$ cat src/hdl/tccs_pkg.sv
// ----------------------------------------------------------------------------
// Text console package
// Shared field widths, character codes, action codes and the command and
// status bundles between the console controller and its datapath.
// ----------------------------------------------------------------------------
package tccs_pkg;

  localparam int DefColumns  = 80;
  localparam int DefRows     = 25;
  localparam int DefTabWidth = 8;

  localparam int ActionW  = 2;
  localparam int CharW    = 8;
  localparam int ColorW   = 4;
  localparam int ColumnW  = 7;
  localparam int RowW     = 5;
  localparam int CellIdxW = 11;
  localparam int LocW     = 11;
  localparam int CellW    = 16;

  localparam logic [CellW-1:0] BlankCell = 16'h0F20;

  localparam logic [CharW-1:0] CodeBackspace = 8'h08;
  localparam logic [CharW-1:0] CodeTab       = 8'h09;
  localparam logic [CharW-1:0] CodeLineFeed  = 8'h0A;
  localparam logic [CharW-1:0] CodeCarriage  = 8'h0D;
  localparam logic [CharW-1:0] CodePrintLo   = 8'h20;
  localparam logic [CharW-1:0] CodePrintHi   = 8'h7F;

  typedef enum logic [ActionW-1:0] {
    ACT_PUT   = 2'd0,
    ACT_READ  = 2'd1,
    ACT_CLEAR = 2'd2,
    ACT_SET   = 2'd3
  } action_e;

  typedef struct packed {
    logic load;    // capture the transaction fields
    logic exec;    // apply the action to cursor and store
    logic fill;    // write blank at the sweep counter
    logic shift;   // move one cell up a row at the sweep counter
    logic locate;  // compute cursor address and result data
  } dp_cmd_t;

  typedef struct packed {
    action_e action;
    logic    scroll;  // put pushed the cursor past the last row
    logic    last;    // sweep counter is at the final cell
  } dp_sts_t;

endpackage

$ cat src/hdl/tccs_ctrl.sv
// ----------------------------------------------------------------------------
// Text console controller
// Sequences each transaction through execute, screen sweeps, cursor
// location and the result strobe; runs the clearing pass after reset.
// ----------------------------------------------------------------------------
module tccs_ctrl (
  input  logic              clk_i,
  input  logic              rst_ni,
  input  logic              start,
  output logic              busy,
  output logic              done_o,
  output tccs_pkg::dp_cmd_t cmd_o,
  input  tccs_pkg::dp_sts_t sts_i
);
  import tccs_pkg::*;

  typedef enum logic [2:0] {
    S_INIT,
    S_IDLE,
    S_EXEC,
    S_FILL,
    S_SHIFT,
    S_DRAIN,
    S_LOCATE,
    S_DONE
  } state_e;

  state_e state_q, state_d;
  logic   busy_q;
  logic   done_q;

  always_comb begin
    state_d = state_q;
    cmd_o   = '0;
    unique case (state_q)
      S_INIT: begin
        cmd_o.fill = 1'b1;
        if (sts_i.last) state_d = S_IDLE;
      end
      S_IDLE: begin
        if (start) begin
          cmd_o.load = 1'b1;
          state_d    = S_EXEC;
        end
      end
      S_EXEC: begin
        cmd_o.exec = 1'b1;
        unique case (sts_i.action) inside
          ACT_PUT:   state_d = sts_i.scroll ? S_SHIFT : S_LOCATE;
          ACT_CLEAR: state_d = S_FILL;
          ACT_READ,
          ACT_SET:   state_d = S_LOCATE;
          default:   state_d = S_LOCATE;
        endcase
      end
      S_FILL: begin
        cmd_o.fill = 1'b1;
        if (sts_i.last) state_d = S_LOCATE;
      end
      S_SHIFT: begin
        cmd_o.shift = 1'b1;
        if (sts_i.last) state_d = S_DRAIN;
      end
      S_DRAIN: begin
        state_d = S_LOCATE;
      end
      S_LOCATE: begin
        cmd_o.locate = 1'b1;
        state_d      = S_DONE;
      end
      S_DONE: begin
        state_d = S_IDLE;
      end
      default: begin
        state_d = S_IDLE;
      end
    endcase
  end

  always_ff @(posedge clk_i or negedge rst_ni) begin
    if (!rst_ni) begin
      state_q <= S_INIT;
      busy_q  <= 1'b1;
      done_q  <= 1'b0;
    end else begin
      state_q <= state_d;
      busy_q  <= (state_d != S_IDLE);
      done_q  <= (state_d == S_DONE);
    end
  end

  assign busy   = busy_q;
  assign done_o = done_q;

endmodule

$ cat config.mk
export PLATFORM = sky130hd
export DESIGN_NAME = tccs_ctrl
export DESIGN_NICKNAME = d
export VERILOG_FILES = /design/src/hdl/tccs_pkg.sv /design/src/hdl/tccs_ctrl.sv
export SDC_FILE = /design/constraint.sdc
export NUM_CORES = 1
export LEC_CHECK = 0
export BUFFER_PORTS_ARGS = -buffer_cell sky130_fd_sc_hd__clkbuf_2
export CAP_MARGIN = 20
export CORE_AREA = 2 2 39 41
export CTS_CLUSTER_DIAMETER = 60
export CTS_CLUSTER_SIZE = 28
export DETAILED_ROUTE_END_ITERATION = 7
export DIE_AREA = 0 0 41 43
export PLACE_DENSITY_LB_ADDON = 0.08
export SLEW_MARGIN = 20
export SYNTH_ARGS = -nofsm -noshare
export SYNTH_HDL_FRONTEND = slang
export SYNTH_SLANG_ARGS = --single-unit
$ cat constraint.sdc
create_clock -name clk_i -period 1.6 [get_ports clk_i]
set_input_delay 0 -clock clk_i [delete_from_list [all_inputs] [get_ports clk_i]]
set_output_delay 0 -clock clk_i [all_outputs]
set_load 0.1 [all_outputs]
# Word level (Yosys, flattened, before mapping)
# Cells that the tools add are included.
[op_classes]
n_reduce_logical = 3
n_mux = 13
n_eq_ne = 10
[ops]
columns = ["op", "count"]
rows = [
  ["$pmux 3 s8", 1],
  ["$eq 3x3->1 const B", 5],
  ["$mux 3", 4],
  ["$eq 3x2->1 const B", 2],
  ["$mux 1", 6],
  ["$pmux 3 s2", 1],
  ["$eq 3x1->1 const B", 1],
  ["$logic_not 3->1", 1],
  ["$ne 3x1->1 const B", 1],
  ["$eq 2x2->1 const B", 1],
  ["$logic_not 2->1", 1],
  ["$mux 2", 1],
  ["$reduce_or 2->1", 1],
]
[totals]
elab_cells = 29
ff_bits = 5

# Logic depth before layout (Yosys ltp)
[depth]
depth_word = 4
mapped_depth = 5

# Least setup slack after synthesis
# OpenSTA, ideal clock, no wires.
[synth_timing]
path_kind = "register -> output"
from = "reg state_q[2]"
to = "out cmd_o[0] (netlist name)"
required_time_ns = 1.600
stages_incl_launch_ff = 4
slack_ns = -1.201
arrival_ns = 2.801
cell_sequence = "dfrtp_1 buf_8 clkinv_1 nor3b_1"
[synth_rtl]
columns = ["item", "line", "text"]
rows = [
  ["start: declaration", "tccs_ctrl.sv:28", "state_e state_q, state_d;"],
  ["start signal: assignment", "tccs_ctrl.sv:86", "state_q <= state_d;"],
  ["end: declaration", "tccs_ctrl.sv:12", "output tccs_pkg::dp_cmd_t cmd_o,"],
]

==> run_results.csv <==
group,metric,value,unit
outcome,outcome,"complete, no violations",
global_route,grt_pass1_wl,1.152,mm
flow_run,cap_viol_max_count,0,
timing,fmax,668.2,MHz
timing,finalCriticalPeriod,1.496,ns
global_route,grt.overflow.total,0,
critical_path,critical_path.reg2reg.endpoint,"busy",
cells_and_area,final_cell_count_no_fill,68,
floorplan,placementRows,14,
place,detailedPlace.worstSlack,0.2512,ns
timing,hold_viol_final,0,
timing,fin_ws,0.1035,ns
floorplan,die_h,43,µm
critical_path,criticalPathCategory,"reg2out",
timing,timing.final.setup_violations,0,
cells_and_area,final_net_count,60,
timing,holdWs,0.04249,ns
place,detailedPlacementHpwl,579.9,µm
floorplan,fp.coreArea,1384,µm²
floorplan,floorplan.die.width,41,µm
clock_tree,h-tree-depth,1,
floorplan,io-pin-count,14,
clock_tree,tritoncts,"built",
cells_and_area,drive_above_1_share,48.08,%
critical_path,worst_setup_path_end_kind,"output port",
place,final_estimated_routing_congestion_in_global_placement,0.7382,
synthesis,synth.avg_cell_area,9.245,µm²
min_path,hold_class,"in2reg",
synthesis,yosys_register_bits,5,
critical_path,register_to_register_path_setup_slack,0.26,ns
min_path,min_delay_path_depth,3,
clock_tree,clockRootBuffer,"sky130_fd_sc_hd__clkbuf_4",
clock_tree,cts.sinks,5,
place,port_buffers,13,
floorplan,floorplan.initialDensity,24.05,%
global_route,grt.total_usage,9.707,%
global_route,grt_pass1_vias,277,
critical_path,reg2regPathDepth,4,
route,route.detailed.drc,0,
synthesis,synthesis.nets,43,
synthesis,syn-cell-area,332.8,µm²
clock_tree,ctsLongestPathBuffers,2,
global_route,grt_start_max_net_pins,14,
route,totalWireLength,709,µm
timing,timing.max_slew.rel_slack,63.88,%
critical_path,critical_path_required,1.60,ns
critical_path,startpoint_type,"flop",
critical_path,cp.arrival,1.50,ns
cells_and_area,layout_overhead_on_the_synthesized_area,54.89,%
synthesis,sequential_element_share_of_the_synthesized_area,37.97,%
route,initialDrtViolationCount,4,
timing,finClkSkew,0.004254,ns
critical_path,critical_path.reg2reg.startpoint,"state_q[0]",
clock_tree,clock_insertion_delay_at_the_later_pin_of_the_skew_report,0.24,ns
floorplan,die_area,1763,µm²
route,antenna_violating_nets_post_route,0,
route,avgRoutedWirePerCell,10.43,µm
clock_tree,post_cts_resize_count,0,
route,first_pass_iters,4,
timing,final_min_period_over_clock_period,93.53,%
min_path,worst_hold_startpoint,"sts_i[1]",
min_path,timing.hold.worst_endpoint,"state_q[1]",
cells_and_area,final_cell_mix,"8 x sky130_fd_sc_hd__clkbuf_2, 4 x sky130_fd_sc_hd__nand2_1, 4 x sky130_fd_sc_hd__dfrtp_1, 4 x sky130_fd_sc_hd__buf_12, 3 x sky130_fd_sc_hd__clkbuf_4",
global_route,initial_antenna_violation_count,0,
critical_path,cp_max_fo,6,
synthesis,gate_count_post_synth,36,
synthesis,synth_warnings,0,
place,placed_cells,63,
cells_and_area,antenna_cells_inserted,0,
cells_and_area,design_area,515.5,µm²
timing,slew_violations,0,
route,routed-via-count,295,
clock_tree,number_of_clock_buffers_inserted_by_tritoncts,3,
cells_and_area,final_common_cell,"sky130_fd_sc_hd__clkbuf_2",
place,placedInstanceArea,479.2,µm²
route,detailed_route_vias_per_instance,4.338,
timing,worst_slew_pin_slew,0.5442,ns
clock_tree,clkTransAtPathRegs,0.04,ns
timing,grt_setup_unrepaired,"false",
synthesis,netlist-cell-type-count,24,
Yosys cell counts, drive strengths merged:
cell | instances | area, µm²
nor2 | 3 | 11.26
o21ai | 2 | 10.00
nor2b | 1 | 6.260
buf | 3 | 37.53
clkinv | 1 | 3.750
inv | 2 | 7.510
dfstp | 1 | 26.28
a211oi | 1 | 7.510
and2b | 1 | 8.760
mux2i | 1 | 10.01
nand3 | 1 | 5.000
dfrtp | 4 | 100.1
a32o | 1 | 11.26
nor3 | 1 | 5.000
nand2 | 4 | 15.01
a31oi | 1 | 6.260
or2 | 1 | 6.260
a21oi | 1 | 5.000
nor3b | 3 | 27.52
nand3b | 2 | 15.01
a22oi | 1 | 7.510
worst max path at each step:
stage	from	slack [ns]	end
global placement	state_q[0]	0.27	busy
global route	state_q[2]	0.02	cmd_o[0]
finish	state_q[2]	0.10	cmd_o[0]
detailed placement	state_q[0]	0.25	busy
CTS	state_q[2]	0.08	cmd_o[0]
floorplan	state_q[2]	-0.26	cmd_o[0]
metal layers:
metal | global-route usage (%) | vias up | part of all wire (%)
li1 | - | 155 | -
met1 | 12.83 | 129 | 46
met2 | 13.13 | 11 | 47
met3 | 6.283 | 0 | 7.2
met4 | 2.000 | 0 | 0
met5 | 0 | - | 0
state kept, by name, indices dropped and copies added, names as in the netlist:
register  cells
state_q       3
busy          1
done_o        1
through the flow:
| stage | TNS (ns) | utilization [%] |
|---|---|---|
| floorplan | -0.4896 | - |
| global placement | 0 | 34.63 |
| detailed placement | 0 | 34.63 |
| CTS | 0 | 37.25 |
| global route | 0 | 37.25 |
| finish | 0 | 37.25 |
what timing repair did:
action	CTS	global route
hold endpoints to repair	5	0
setup buffers	0	0
hold buffers	1	0
area by class of cell:
class / count / area, µm²
flip-flops and latches: 5 / 126.4
fillers: 147 / 868.3
multi-input cells: 25 / 186.4
clock buffers: 4 / 26.28
inverters: 3 / 11.26
well taps: 16 / 20.02
repair buffers: 15 / 145.1
worst max-delay path: stages (launching register included):
cell and delay [ns]:
sky130_fd_sc_hd__dfrtp_1 0.50, sky130_fd_sc_hd__clkinv_1 0.24, sky130_fd_sc_hd__nor3b_2 0.30, sky130_fd_sc_hd__buf_12 0.21
cells by family (layout without fill, tap and decap cells):
| group | count (synthesis) | count (layout) | share of synthesized area [%] |
|---|---|---|---|
| and+or+nand+nor | 17 | 17 | 30.07 |
| muxes | 1 | 1 | 3.008 |
| AOI/OAI and AO/OA | 7 | 7 | 14.28 |
| buffers and inverters | 6 | 22 | 14.66 |
| DFF | 5 | 5 | 37.97 |
Power is not shown: default switching activity piles up to over one toggle a cycle in this logic, so the estimate is an artifact.
